`config.mk`:
```
export PLATFORM = sky130hd
export DESIGN_NAME = xmodem_packet_receiver_unit
export DESIGN_NICKNAME = d
export VERILOG_FILES = /design/src/hw/rtl/xmrx_pkg.sv /design/src/hw/rtl/xmodem_packet_receiver_unit.sv
export SDC_FILE = /design/constraint.sdc
export NUM_CORES = 1
export LEC_CHECK = 0
export BUFFER_PORTS_ARGS = -buffer_cell sky130_fd_sc_hd__buf_2
export CAP_MARGIN = 20
export CORE_ASPECT_RATIO = 0.8
export CORE_MARGIN = 2
export CORE_UTILIZATION = 64
export CTS_CLUSTER_DIAMETER = 60
export DETAILED_ROUTE_END_ITERATION = 10
export PLACE_DENSITY = 0.87
export SETUP_SLACK_MARGIN = 0.15
export SYNTH_ARGS = -nofsm -noshare
export SYNTH_HDL_FRONTEND = slang
export SYNTH_SLANG_ARGS = --single-unit
```
`constraint.sdc`:
```
create_clock -name clk -period 4.32 [get_ports clk]
set_input_delay 0.432 -clock clk [delete_from_list [all_inputs] [get_ports clk]]
set_output_delay 0.432 -clock clk [all_outputs]
set_load 0.01 [all_outputs]
```
`src/hw/rtl/xmrx_pkg.sv`:
```
`timescale 1ns / 1ps
// Types, codes and the CRC-16 step for the XMODEM receive deframer.
// No dependencies; used by the top level and its checker.
package xmrx_pkg;

    typedef struct packed {
        logic       opcode;
        logic [7:0] rx_byte;
    } item_t;

    typedef struct packed {
        logic [3:0] event_kind;
        logic [7:0] data_byte;
        logic [6:0] data_index;
        logic [7:0] packet_number;
        logic [7:0] reply_byte;
    } result_t;

    // Input opcodes
    localparam logic OP_BYTE = 1'b0;
    localparam logic OP_TICK = 1'b1;

    // Result event kinds
    localparam logic [3:0] EV_NONE      = 4'd0;
    localparam logic [3:0] EV_DATA      = 4'd1;
    localparam logic [3:0] EV_OK        = 4'd2;
    localparam logic [3:0] EV_BAD_NUM   = 4'd3;
    localparam logic [3:0] EV_BAD_CHECK = 4'd4;
    localparam logic [3:0] EV_EOT       = 4'd5;
    localparam logic [3:0] EV_CAN       = 4'd6;
    localparam logic [3:0] EV_C         = 4'd7;
    localparam logic [3:0] EV_TIMEOUT   = 4'd8;

    // Protocol bytes
    localparam logic [7:0] B_NONE = 8'h00;
    localparam logic [7:0] B_SOH  = 8'h01;
    localparam logic [7:0] B_EOT  = 8'h04;
    localparam logic [7:0] B_ACK  = 8'h06;
    localparam logic [7:0] B_NAK  = 8'h15;
    localparam logic [7:0] B_CAN  = 8'h18;
    localparam logic [7:0] B_C    = 8'h43;

    localparam logic [7:0] NUM_PAIR_SUM = 8'hFF;

    // Configuration port
    localparam int unsigned CFG_INDEX_W = 1;
    localparam int unsigned CFG_DATA_W  = 16;
    localparam logic [CFG_INDEX_W-1:0] REG_CHECK_MODE     = 1'd0;
    localparam logic [CFG_INDEX_W-1:0] REG_PACKET_TIMEOUT = 1'd1;

    localparam logic        CHECK_MODE_RESET     = 1'b1;
    localparam logic [15:0] PACKET_TIMEOUT_RESET = 16'd300;

    // CRC-16/XMODEM, poly 0x1021, MSB first, one byte
    function automatic logic [15:0] crc16_step(input logic [15:0] crc, input logic [7:0] b);
        logic [15:0] c;
        c = crc ^ {b, 8'h00};
        for (int i = 0; i < 8; i++) begin
            if (c[15])
                c = {c[14:0], 1'b0} ^ 16'h1021;
            else
                c = {c[14:0], 1'b0};
        end
        return c;
    endfunction

endpackage

```
`src/hw/rtl/xmodem_packet_receiver_unit.sv`:
```
`timescale 1ns / 1ps
// XMODEM receive deframer, top level.
// Depends on xmrx_pkg.
//
// Usage:
//   Input channel (item_valid / item_stall / item): one received byte
//   (opcode 0) or one timer tick (opcode 1) per item.
//   Result channel (result_valid / result_stall / result): exactly one
//   result per item, in order; event_kind 0 means nothing to report.
//   Config channel (cfg_valid / cfg_ready / cfg_index / cfg_data): index 0
//   is check_mode, index 1 is packet_timeout. cfg_ready is always high;
//   write only while no item is in flight.
// Registers: an accepted item passes the input register, then the result
//   register, which drives the ports (two register stages).
// Throughput: one item per cycle while result_stall holds no full result
//   register; CRC/sum update and timer decrement fit the single stage.
// Reset: parser idle, timer stopped, check_mode = CRC, packet_timeout = 300,
//   both channels empty.
// Stall: when result_stall holds a full result register, the processing
//   stage waits and item_stall rises once the input register is also full.
module xmodem_packet_receiver_unit #(
    parameter int unsigned PAYLOAD_BYTES = 128,
    parameter int unsigned TIMER_BITS    = 16
) (
    input  logic                                   clk,
    input  logic                                   rst_n,
    input  logic                                   item_valid,
    output logic                                   item_stall,
    input  xmrx_pkg::item_t                        item,
    output logic                                   result_valid,
    input  logic                                   result_stall,
    output xmrx_pkg::result_t                      result,
    input  logic                                   cfg_valid,
    output logic                                   cfg_ready,
    input  logic [xmrx_pkg::CFG_INDEX_W-1:0]       cfg_index,
    input  logic [xmrx_pkg::CFG_DATA_W-1:0]        cfg_data
);

    localparam int unsigned CNT_W = $clog2(PAYLOAD_BYTES);
    localparam int unsigned CMP_W = (TIMER_BITS > 16) ? TIMER_BITS : 16;
    localparam logic [CNT_W-1:0] LAST_INDEX = CNT_W'(PAYLOAD_BYTES - 1);

    localparam logic [1:0] PH_IDLE   = 2'd0;
    localparam logic [1:0] PH_HEADER = 2'd1;
    localparam logic [1:0] PH_DATA   = 2'd2;
    localparam logic [1:0] PH_CHECK  = 2'd3;

    // configuration
    logic        check_mode_reg;
    logic [15:0] packet_timeout_reg;

    // input register
    logic            item_valid_reg;
    xmrx_pkg::item_t item_reg;

    // parser state
    logic [1:0]            phase_reg, phase_next;
    logic [CNT_W-1:0]      count_reg, count_next;
    logic [7:0]            header_reg, header_next;
    logic [15:0]           check_reg, check_next;
    logic [7:0]            check_high_reg, check_high_next;
    logic [TIMER_BITS-1:0] timer_left_reg, timer_left_next;
    logic                  timer_running_reg, timer_running_next;

    // result register
    logic              result_valid_reg;
    xmrx_pkg::result_t result_reg, result_next;

    logic                  advance;
    logic [TIMER_BITS-1:0] timer_dec;
    logic [TIMER_BITS-1:0] timer_load;
    logic [CMP_W-1:0]      timeout_ext;
    logic [CMP_W-1:0]      timer_max_ext;
    logic [8:0]            pair_sum;
    logic [7:0]            b;

    assign cfg_ready    = 1'b1;
    assign advance      = item_valid_reg && (!result_valid_reg || !result_stall);
    assign item_stall   = item_valid_reg && !advance;
    assign result_valid = result_valid_reg;
    assign result       = result_reg;

    assign b             = item_reg.rx_byte;
    assign pair_sum      = {1'b0, header_reg} + {1'b0, b};
    assign timeout_ext   = CMP_W'(packet_timeout_reg);
    assign timer_max_ext = CMP_W'({TIMER_BITS{1'b1}});
    assign timer_load    = (timeout_ext > timer_max_ext) ? {TIMER_BITS{1'b1}}
                                                         : timeout_ext[TIMER_BITS-1:0];
    assign timer_dec     = (timer_left_reg != '0) ? timer_left_reg - 1'b1 : timer_left_reg;

    always_ff @(posedge clk or negedge rst_n)
    begin
        if (!rst_n)
        begin
            check_mode_reg     <= xmrx_pkg::CHECK_MODE_RESET;
            packet_timeout_reg <= xmrx_pkg::PACKET_TIMEOUT_RESET;
        end
        else if (cfg_valid && cfg_ready)
        begin
            case (cfg_index)
                xmrx_pkg::REG_CHECK_MODE:     check_mode_reg     <= cfg_data[0];
                xmrx_pkg::REG_PACKET_TIMEOUT: packet_timeout_reg <= cfg_data[15:0];
                default: ;
            endcase
        end
    end

    always_comb
    begin
        phase_next         = phase_reg;
        count_next         = count_reg;
        header_next        = header_reg;
        check_next         = check_reg;
        check_high_next    = check_high_reg;
        timer_left_next    = timer_left_reg;
        timer_running_next = timer_running_reg;
        result_next        = '0;

        if (item_reg.opcode == xmrx_pkg::OP_TICK)
        begin
            if (timer_running_reg)
            begin
                timer_left_next = timer_dec;
                if (timer_dec == '0)
                begin
                    phase_next                = PH_IDLE;
                    count_next                = '0;
                    timer_running_next        = 1'b0;
                    result_next.event_kind    = xmrx_pkg::EV_TIMEOUT;
                    result_next.reply_byte    = xmrx_pkg::B_NAK;
                end
            end
        end
        else
        begin
            case (phase_reg)
                PH_IDLE:
                begin
                    if (b == xmrx_pkg::B_C)
                        result_next.event_kind = xmrx_pkg::EV_C;
                    else if (b == xmrx_pkg::B_SOH)
                    begin
                        phase_next = PH_HEADER;
                        count_next = '0;
                        if (packet_timeout_reg != 16'd0)
                        begin
                            timer_left_next    = timer_load;
                            timer_running_next = 1'b1;
                        end
                        else
                        begin
                            timer_left_next    = '0;
                            timer_running_next = 1'b0;
                        end
                    end
                    else if (b == xmrx_pkg::B_EOT)
                    begin
                        result_next.event_kind = xmrx_pkg::EV_EOT;
                        result_next.reply_byte = xmrx_pkg::B_ACK;
                    end
                    else if (b == xmrx_pkg::B_CAN)
                        result_next.event_kind = xmrx_pkg::EV_CAN;
                end
                PH_HEADER:
                begin
                    if (count_reg == '0)
                    begin
                        header_next = b;
                        count_next  = CNT_W'(1);
                    end
                    else if (pair_sum == {1'b0, xmrx_pkg::NUM_PAIR_SUM})
                    begin
                        phase_next = PH_DATA;
                        count_next = '0;
                        check_next = '0;
                    end
                    else
                    begin
                        phase_next                = PH_IDLE;
                        count_next                = '0;
                        timer_running_next        = 1'b0;
                        timer_left_next           = '0;
                        result_next.event_kind    = xmrx_pkg::EV_BAD_NUM;
                        result_next.packet_number = header_reg;
                        result_next.reply_byte    = xmrx_pkg::B_NAK;
                    end
                end
                PH_DATA:
                begin
                    if (check_mode_reg)
                        check_next = xmrx_pkg::crc16_step(check_reg, b);
                    else
                        check_next = {8'h00, check_reg[7:0] + b};
                    result_next.event_kind    = xmrx_pkg::EV_DATA;
                    result_next.data_byte     = b;
                    result_next.data_index    = count_reg[6:0];
                    result_next.packet_number = header_reg;
                    if (count_reg == LAST_INDEX)
                    begin
                        phase_next = PH_CHECK;
                        count_next = '0;
                    end
                    else
                        count_next = count_reg + 1'b1;
                end
                PH_CHECK:
                begin
                    if (!check_mode_reg || count_reg != '0)
                    begin
                        // final check byte: sum mode compares low byte, CRC mode the pair
                        phase_next                = PH_IDLE;
                        count_next                = '0;
                        timer_running_next        = 1'b0;
                        timer_left_next           = '0;
                        result_next.packet_number = header_reg;
                        if ((!check_mode_reg && b == check_reg[7:0]) ||
                            (check_mode_reg && {check_high_reg, b} == check_reg))
                        begin
                            result_next.event_kind = xmrx_pkg::EV_OK;
                            result_next.reply_byte = xmrx_pkg::B_ACK;
                        end
                        else
                        begin
                            result_next.event_kind = xmrx_pkg::EV_BAD_CHECK;
                            result_next.reply_byte = xmrx_pkg::B_NAK;
                        end
                    end
                    else
                    begin
                        check_high_next = b;
                        count_next      = CNT_W'(1);
                    end
                end
                default: ;
            endcase
        end
    end

    always_ff @(posedge clk or negedge rst_n)
    begin
        if (!rst_n)
            item_valid_reg <= 1'b0;
        else if (!item_stall)
            item_valid_reg <= item_valid;
    end

    always_ff @(posedge clk)
    begin
        if (item_valid && !item_stall)
            item_reg <= item;
    end

    always_ff @(posedge clk or negedge rst_n)
    begin
        if (!rst_n)
        begin
            phase_reg         <= PH_IDLE;
            count_reg         <= '0;
            header_reg        <= '0;
            check_reg         <= '0;
            check_high_reg    <= '0;
            timer_left_reg    <= '0;
            timer_running_reg <= 1'b0;
        end
        else if (advance)
        begin
            phase_reg         <= phase_next;
            count_reg         <= count_next;
            header_reg        <= header_next;
            check_reg         <= check_next;
            check_high_reg    <= check_high_next;
            timer_left_reg    <= timer_left_next;
            timer_running_reg <= timer_running_next;
        end
    end

    always_ff @(posedge clk or negedge rst_n)
    begin
        if (!rst_n)
            result_valid_reg <= 1'b0;
        else if (advance)
            result_valid_reg <= 1'b1;
        else if (!result_stall)
            result_valid_reg <= 1'b0;
    end

    always_ff @(posedge clk)
    begin
        if (advance)
            result_reg <= result_next;
    end

endmodule

```
# After elaboration in Yosys (flattened, before gate mapping)
# Cells that the tools add are included.
totals:
  reg_bits: 121
  input_bits: 31
  output_inout_bits: 38
  elab_cells: 188
classes:
  add_sub_neg: 4
  n_lt_le_gt_ge: 1
  n_eq_ne: 22
  mux: 99
  n_bitwise: 13
  reduce_logical: 31
ops:
  columns: ["operator", "count"]
  rows:
  - ["two-way mux 16 bit", 37]
  - ["two-way mux 13 bit", 8]
  - ["one-hot mux 16 bit (3 select lines)", 1]
  - ["one-hot mux 8 bit (3 select lines)", 2]
  - ["two-way mux 7 bit", 6]
  - ["one-hot mux 16 bit (2 select lines)", 1]
  - ["nonzero test 16 bit", 2]
  - ["one-hot mux 7 bit (4 select lines)", 1]
  - ["two-way mux 3 bit", 9]
  - ["NOT 3 bit", 8]
  - ["two-way mux 2 bit", 11]
  - ["!= test 3 bit, second input constant", 6]
  - ["== test 16 bit", 1]
  - ["> comparator 16 bit, second input constant", 1]
  - ["zero test 16 bit", 1]
  - ["one-hot mux 4 bit (4 select lines)", 1]
  - ["AND reduction 8 bit", 2]
  - ["subtractor 16 x 1 -> 16 bit, second input constant", 1]
  - ["bitwise XOR 16 bit", 1]
  - ["two-way mux 5 bit", 3]
  - ["two-way mux 1 bit", 13]
  - ["two-way mux 4 bit", 3]
  - ["AND reduction 5 bit", 2]
  - ["adder 8 x 8 -> 9 bit", 1]
  - ["other kinds (29)", 48]

# Logic depth before layout (Yosys ltp)
# Gate-level depths: netlist of the first run.
depth:
  word_depth: 40
  mapped_depth: 12
  depth_no_buf: 11

# Least setup slack after synthesis of the first run
# OpenSTA, ideal clock, no wires.
synth_path:
  path_kind: "reg-to-reg"
  start: "register timer_left_reg[0]"
  end: "register count_reg[4]"
  setup_ns: 0.123
  arrival_ns: 2.610
  path_slack_ns: 1.587
  stages_incl_launch_ff: 11
  period_less_slack_ns: 2.733
  path_cell_list: "dfrtp_1 -> inv_1 -> ha_1 -> or3b_4 -> o31ai_2 -> or4b_1 -> nor4b_1 -> and4_1 -> nand2_2 -> a221oi_2 -> o21ai_1"
synth_via:
  elab_chain_cells: 5
  elab_cells_between_ends: 6
  classes_between: "1 x add/sub; 1 x eq/ne; 1 x mux; 3 x reduce/logical"
synth_rtl:
  columns: ["element", "line", "rtl"]
  rows:
  - ["start: declaration", "xmodem_packet_receiver_unit.sv:62", "logic [TIMER_BITS-1:0] timer_left_reg, timer_left_next;"]
  - ["start signal: assignment", "xmodem_packet_receiver_unit.sv:272", "timer_left_reg <= timer_left_next;"]
  - ["subtractor 16 x 1 -> 16 bit / nonzero test 16 bit (equally long branches)", "xmodem_packet_receiver_unit.sv:89", "assign timer_dec = (timer_left_reg != '0) ? timer_left_reg - 1'b1 : timer_left_reg;"]
  - ["two-way mux 16 bit *", "xmodem_packet_receiver_unit.sv:89", null]
  - ["zero test 16 bit *", "xmodem_packet_receiver_unit.sv:124", "if (timer_dec == '0)"]
  - ["!= test 2 x 1 -> 1 bit (no source line) *", null, null]
  - ["AND reduction 5 bit (no source line) *", null, null]
  - ["end signal: assignment", "xmodem_packet_receiver_unit.sv:268", "count_reg <= count_next;"]
  - ["end: declaration", "xmodem_packet_receiver_unit.sv:58", "logic [CNT_W-1:0] count_reg, count_next;"]
# Mark *: on every way between the ends. The rest lies on a longest branch, timed or not.
# A chain may end at the register's enable or synchronous reset.

# Final worst setup path of the first run
layout_path:
  start: "register item_reg, in the netlist b[4]"
  end: "register timer_left_reg[15]"
layout_via:
  elab_chain_cells: 4
  elab_cells_between_ends: 8
  classes_between: "1 x add/sub; 6 x eq/ne; 1 x reduce/logical"
layout_rtl:
  columns: ["element", "line", "rtl"]
  rows:
  - ["start: declaration", "xmodem_packet_receiver_unit.sv:54", "xmrx_pkg::item_t item_reg;"]
  - ["start signal: assignment", "xmodem_packet_receiver_unit.sv:250", "item_reg <= item;"]
  - ["adder 8 x 8 -> 9 bit", "xmodem_packet_receiver_unit.sv:84", "assign pair_sum = {1'b0, header_reg} + {1'b0, b};"]
  - ["== test 9 x 8 -> 1 bit", "xmodem_packet_receiver_unit.sv:171", "else if (pair_sum == {1'b0, xmrx_pkg::NUM_PAIR_SUM})"]
  - ["!= test 3 bit (no source line)", null, null]
  - ["AND reduction 8 bit (no source line) *", null, null]
# Marked as above.

==> flow_summary_export.csv, run 1 <==
group,metric,value,unit
worst_setup_path,cp_cell_sequence,"ha_1 > a21o_1 > a2111oi_0 > mux2i_1 > nand2_1 > nand4_1 > a21oi_1 > o21ai_1 > a21o_1",
worst_setup_path,cp-start-kind,"flop",
grt,grt_pass1_vias,5174,
drt,met3WireLength,1816,um
grt,antenna_found_initial,0,
die,io_pins,69,
worst_setup_path,cp_slowest_cell,"a21oi_1",
placed_design,io_buffers,63,
sta,clock_skew,0.005200,ns
logic_synthesis,ys_warn_count,0,
grt,grt_overflow_total,0,
final_layout,multiInputGateArea,3099,um2
sta,timing.final.crit_share,0.7628,
sta,drv_slew,0,
sta,worst_pin_slew,0.9130,ns
drt,drt-total-wl,16690,um
sta,slew_headroom,0.3913,
drt,drt_iter0_drc,711,
final_layout,fillerInstances,635,
clocking,htree_levels,4,
logic_synthesis,synth.distinct_cells,70,
die,die_area,10930,um2
die,die_x,116.4,um
hold_path,hold_class,"in2reg",
run,drv_cap,0,
worst_setup_path,critPathRequiredTime,4.63,ns
clocking,cts.clk_slew.worst_paths,0.06,ns
drt,wl_met2,7475,um
placed_design,place_congestion,0.9615,
worst_setup_path,critPathMaxFanout,12,
drt,via_count,5332,
die,die_y,93.92,um
final_layout,layout_common_cells,"dfrtp_1, buf_2, nand2_1, nor2_1, edfxtp_1",
drt,dr.max_layer_used,"met4",
drt,wl_per_cell,19.84,um
grt,grt_max_degree,47,
final_layout,largest_reg_flops,30,
drt,via_per_inst,6.340,
worst_setup_path,worstPathArrival,3.61,ns
clocking,cts_max_path_buffers,2,
clocking,cts_inserted_buffers,17,
drt,wl_met1,7150,um
grt,grt_use_total,0.3267,
logic_synthesis,synthesis.area,6467,um2
final_layout,final_core_util,0.7690,
logic_synthesis,synth.avg_cell_area,10.22,um2
clocking,cts_root_buf,"clkbuf_16",
drt,ant_nets,0,
die,rows,32,
sta,finalSetupTns,0,ns
grt,grt_first_pass_wirelength,26860,um
final_layout,area_delta_synth_final,15.69,%
clocking,cts_setup_buffers,0,
logic_synthesis,ys_seq_elements,116,
sta,max_freq,0.3034,GHz
logic_synthesis,synth_cells,633,
clocking,insertion_delay,0.42,ns
logic_synthesis,synth_edf_count,39,
die,design.core.area,9729,um2
worst_setup_path,worstSetupEndpointType,"flop",
power,p_per_area,667.0,nW/um2
logic_synthesis,ys.flop_type,"dfrtp_1",
placed_design,dp.final_hpwl,11360,um
final_layout,layout_commonest_cell,"dfrtp_1",
drt,first_pass_iters,5,
clocking,cts_tree,"yes",
outcome,status,"finished clean",
sta,grt_setup_unrepaired,"false",
worst_setup_path,crit_path_max_incr_delay,0.80,ns
final_layout,diodes,0,
worst_setup_path,critPathKind,"reg2reg",
clocking,cts_num_sinks,116,
final_layout,regArea,3104,um2
final_layout,final_nets,744,
power,p_leak,3.171,nW
worst_setup_path,critPathTopFamily,"compound AO/OA/AOI/OAI gates",
logic_synthesis,async_reset_ff_frac,0.6638,
sta,finalCriticalPeriod,3.295,ns
power,vdd_ir_drop_max,0.4167,mV
sta,setup_violations,0,
worst_setup_path,crit_path_frequent_cell,"a21o_1",
sta,timing.hold.ws,0.1850,ns
die,start_util,0.6647,
logic_synthesis,seq_area_frac_synth,0.4800,
drt,drc,0,
final_layout,drive_gt1_frac,0.2142,
sta,hold_viol_final,0,
worst_setup_path,path_buf_inv,0,
stage by stage:
stage,worst slack [ns],std cells,total power [mW],cell area [um2]
after floorplan,1.587,636,3.036,6479
after global placement,1.164,807,3.428,6843
after detailed placement,1.093,807,3.485,6843
after CTS,1.047,839,4.935,7452
after global routing,0.6824,841,5.251,7482
final,1.025,841,4.990,7482
worst paths after layout:
path	startpoint	endpoint	slack, ns	depth (start not counted)
max	b[4]	timer_left_reg[15]	1.02	9
min reg2reg	item_valid_reg	result_valid	0.51	1
max reg2reg	b[4]	timer_left_reg[15]	1.02	9
min in group asynchronous	rst_n	check_reg[10]	0.42	2
max in group asynchronous	rst_n	packet_timeout_reg[8]	2.91	4
min	item[5]	b[5]	0.19	1
cell families after synthesis:
kind of cell | Yosys count | synth area share
simple gates | 220 | 0.1766
compound gates | 127 | 0.1302
flops | 116 | 0.4800
buf+inv | 64 | 0.04314
xor+xnor | 45 | 0.06094
mux | 38 | 0.06500
fa+ha+maj | 21 | 0.04295
other cells | 2 | 0.001161
per-layer routing:
metal  up-vias  global-route usage
met4         0              0.1181
met3        31             0.08903
met1      2572              0.4712
met5         -                   0
met2       324              0.4748
li1       2405                   -
where the power goes:
| part | internal (mW) | switching (mW) | leakage [nW] |
|---|---|---|---|
| registers | 1.44 | 0.368 | 1.35 |
| logic | 0.729 | 1.03 | 1.53 |
| clock network | 0.908 | 0.512 | 0.297 |
| total | 3.08 | 1.91 | 3.17 |
final cells by class:
cell class	count	share of cell area
Sequential cell	116	0.4149
Multi-Input combinational cell	456	0.4142
Clock buffer	23	0.06957
Timing Repair Buffer	70	0.05117
Tap cell	136	0.02274
Inverter	31	0.01555
Clock inverter	9	0.01187
repair_timing:
action	CTS	global route
hold endpoints to repair	0	10
endpoints found under the setup margin	0	0
hold buffers	0	1
gates resized for setup	0	0
synth_stat cells, types with 5 or more instances:
| cell | instances | area [um2] |
|---|---|---|
| a21oi_1 | 31 | 155.2 |
| o21ai_0 | 18 | 90.09 |
| a221oi_1 | 5 | 43.79 |
| nand2b_1 | 6 | 37.54 |
| dfrtp_1 | 72 | 1802 |
| xor2_1 | 13 | 113.9 |
| nor4_1 | 13 | 81.33 |
| nor2_1 | 39 | 146.4 |
| nand2_1 | 56 | 210.2 |
| nand3_1 | 26 | 130.1 |
| edfxtp_1 | 39 | 1171 |
| and2_1 | 18 | 112.6 |
| ha_1 | 19 | 237.7 |
| mux2i_1 | 6 | 60.06 |
| buf_4 | 6 | 45.04 |
| nand4_1 | 10 | 62.56 |
| mux2_2 | 31 | 349.1 |
| and3_1 | 6 | 37.54 |
| o31ai_1 | 18 | 135.1 |
| dfstp_2 | 5 | 131.4 |
| inv_1 | 30 | 112.6 |
| a21o_1 | 5 | 37.54 |
| nor3_1 | 21 | 105.1 |
| o21ai_1 | 8 | 40.04 |
| a31oi_1 | 7 | 43.79 |
| xnor2_1 | 32 | 280.3 |
| clkbuf_1 | 23 | 86.33 |
worst register-to-register path, stage by stage, from the launching register on:
cell and delay [ns]:
edfxtp_1 0.57, ha_1 0.41, a21o_1 0.20, a2111oi_0 0.41, mux2i_1 0.12, nand2_1 0.12, nand4_1 0.21, a21oi_1 0.80
o21ai_1 0.14, a21o_1 0.21
(Power assumes the default switching activity.)
==> run 2, diff against run 1 <==
Settings changed: CORE_UTILIZATION 64 to 59, PLACE_DENSITY 0.87 to 0.81.
Clock period 4.32 ns to 3.2 ns, I/O delays scaled along.
==> run 2 against run 1 <==
  * Non-clock buffer count rose by 20
  * Utilization fell by 5.0 points
  * Total power rose by 42%
  * First-iteration DRC count down 20%
  * Maximum frequency grew 11%
  * Largest cell class is now multi-input gates
  * Largest power group is now combinational logic
  * Setup slack got worse by 0.79 ns
  * Global-route usage fell by 3.3 points
  * Via count is 0.73% lower
  * Critical path type unchanged
  * Wire length down 2.3%
  * Register-to-register slack worse by 0.79 ns
  * Sequential power increased by 33%
  * Clock skew up 0.0022 ns
==> flow_summary_export.csv, run 2 (same netlist as run 1, synthesis figures left out) <==
group,metric,value,unit
outcome,status,"finished clean",
sta,hold_viol_final,0,
drt,drc,0,
power,vdd_ir_drop_max,0.6085,mV
clocking,insertion_delay,0.42,ns
grt,antenna_found_initial,0,
clocking,cts_num_sinks,116,
sta,grt_setup_unrepaired,"true",
sta,setup_ws,0.2307,ns
sta,finalSetupTns,0,ns
final_layout,layout_common_cells,"dfrtp_1, buf_2, nand2_1, nor2_1, edfxtp_1",
drt,wl_per_cell,18.75,um
worst_setup_path,cp-start-kind,"flop",
drt,ant_nets,0,
die,start_util,0.6009,
clocking,cts.clk_slew.worst_paths,0.06,ns
hold_path,hold_class,"in2async",
die,design.core.area,10760,um2
final_layout,drive_gt1_frac,0.2510,
die,io_pins,69,
grt,grt_overflow_total,0,
worst_setup_path,critPathRequiredTime,3.51,ns
final_layout,multiInputGateArea,3149,um2
final_layout,diodes,0,
power,p_per_area,912.9,nW/um2
final_layout,regArea,3105,um2
final_layout,area_delta_synth_final,19.60,%
worst_setup_path,worstSetupEndpointType,"flop",
worst_setup_path,worstPathArrival,3.28,ns
final_layout,final_nets,764,
worst_setup_path,critPathMaxFanout,6,
run,drv_cap,0,
sta,drv_slew,0,
clocking,cts_inserted_buffers,17,
sta,timing.final.crit_share,0.9279,
grt,grt_max_degree,78,
die,rows,34,
final_layout,fillerInstances,799,
placed_design,place_congestion,1.002,
placed_design,dp.final_hpwl,11330,um
drt,drt_iter0_drc,566,
sta,worst_pin_slew,0.9670,ns
drt,via_count,5293,
clocking,postCtsHoldBufs,0,
grt,grt_first_pass_wirelength,26850,um
sta,timing.hold.ws,0.06028,ns
grt,grt_use_total,0.2940,
drt,via_per_inst,6.091,
worst_setup_path,r2r_start,"timer_left_reg[0]",
die,die_x,121.1,um
placed_design,io_buffers,63,
drt,first_pass_iters,5,
drt,drt-total-wl,16300,um
clocking,cts_max_path_buffers,2,
clocking,cts_tree,"yes",
worst_setup_path,critPathKind,"reg2reg",
power,p_leak,3.292,nW
grt,grt_pass1_vias,5157,
sta,finalCriticalPeriod,2.969,ns
final_layout,largest_reg_flops,30,
sta,clock_skew,0.007405,ns
clocking,htree_levels,4,
placed_design,pre_cts_ws,0.1095,ns
final_layout,layout_commonest_cell,"dfrtp_1",
worst_setup_path,crit_start,"timer_left_reg[0]",
die,die_y,97.65,um
die,die_area,11820,um2
clocking,cts_root_buf,"clkbuf_16",
sta,max_freq,0.3368,GHz
sta,setup_violations,0,
sta,slew_headroom,0.3553,
run 2: worst max-delay path, cell delays in order, from the launching register on:
cell and delay [ns]:
dfrtp_2 0.43, inv_2 0.09, ha_4 0.16, or3b_4 0.41, o31ai_2 0.22, or4b_1 0.48
nor4b_2 0.30, and4_4 0.28, nand2_2 0.12, a221oi_2 0.27, o21ai_1 0.08
run 2: final cells by class:
| class | instances | area share |
|---|---|---|
| clock buffers | 18 | 0.05548 |
| clock inverters | 14 | 0.03025 |
| inverters | 31 | 0.01504 |
| multi-input cells | 456 | 0.4071 |
| flip-flops and latches | 116 | 0.4015 |
| well taps | 144 | 0.02329 |
| repair buffers | 90 | 0.06729 |
run 2: path summary, 6_finish.rpt:
kind | to | slack (ns) | cells after the start
setup reg to reg | count_reg[4] | 0.23 | 10
min in group clk | item_reg[8] | 0.07 | 1
max in group asynchronous | timer_left_reg[0] | 2.48 | 1
hold / removal | timer_left_reg[4] | 0.06 | 1
hold reg to reg | result_valid | 0.51 | 1
setup / recovery | count_reg[4] | 0.23 | 10
run 2: repair_timing:
item                                    CTS  global route
gates resized for setup                   1            14
pin swaps                                 1             4
buffers inserted                          0             6
endpoints found under the setup margin    9            18
run 2: stage by stage:
step / util / total power [mW] / std cells / instance area, um2
final: 0.7187 / 7.062 / 869 / 7735
after global routing: 0.7187 / 7.465 / 869 / 7735
after CTS: 0.7103 / 6.949 / 863 / 7645
after detailed placement: 0.6481 / 4.768 / 831 / 6975
after global placement: 0.6481 / 4.725 / 831 / 6975
after floorplan: - / 4.099 / 636 / 6479
run 2: per-layer routing:
layer | up-vias | track usage | share of wire | routed length, um
met5 | - | 0 | 0 | 0
met4 | 0 | 0.08050 | 0.013 | 213
met3 | 24 | 0.07042 | 0.083 | 1359
met2 | 262 | 0.4179 | 0.44 | 7184
met1 | 2554 | 0.4498 | 0.46 | 7538
li1 | 2453 | - | - | -
run 2: power breakdown:
group          switching [mW]  total (mW)  internal, mW
Clock                   0.694        2.15          1.45
Sequential              0.455        2.40          1.95
Combinational            1.43        2.51          1.08
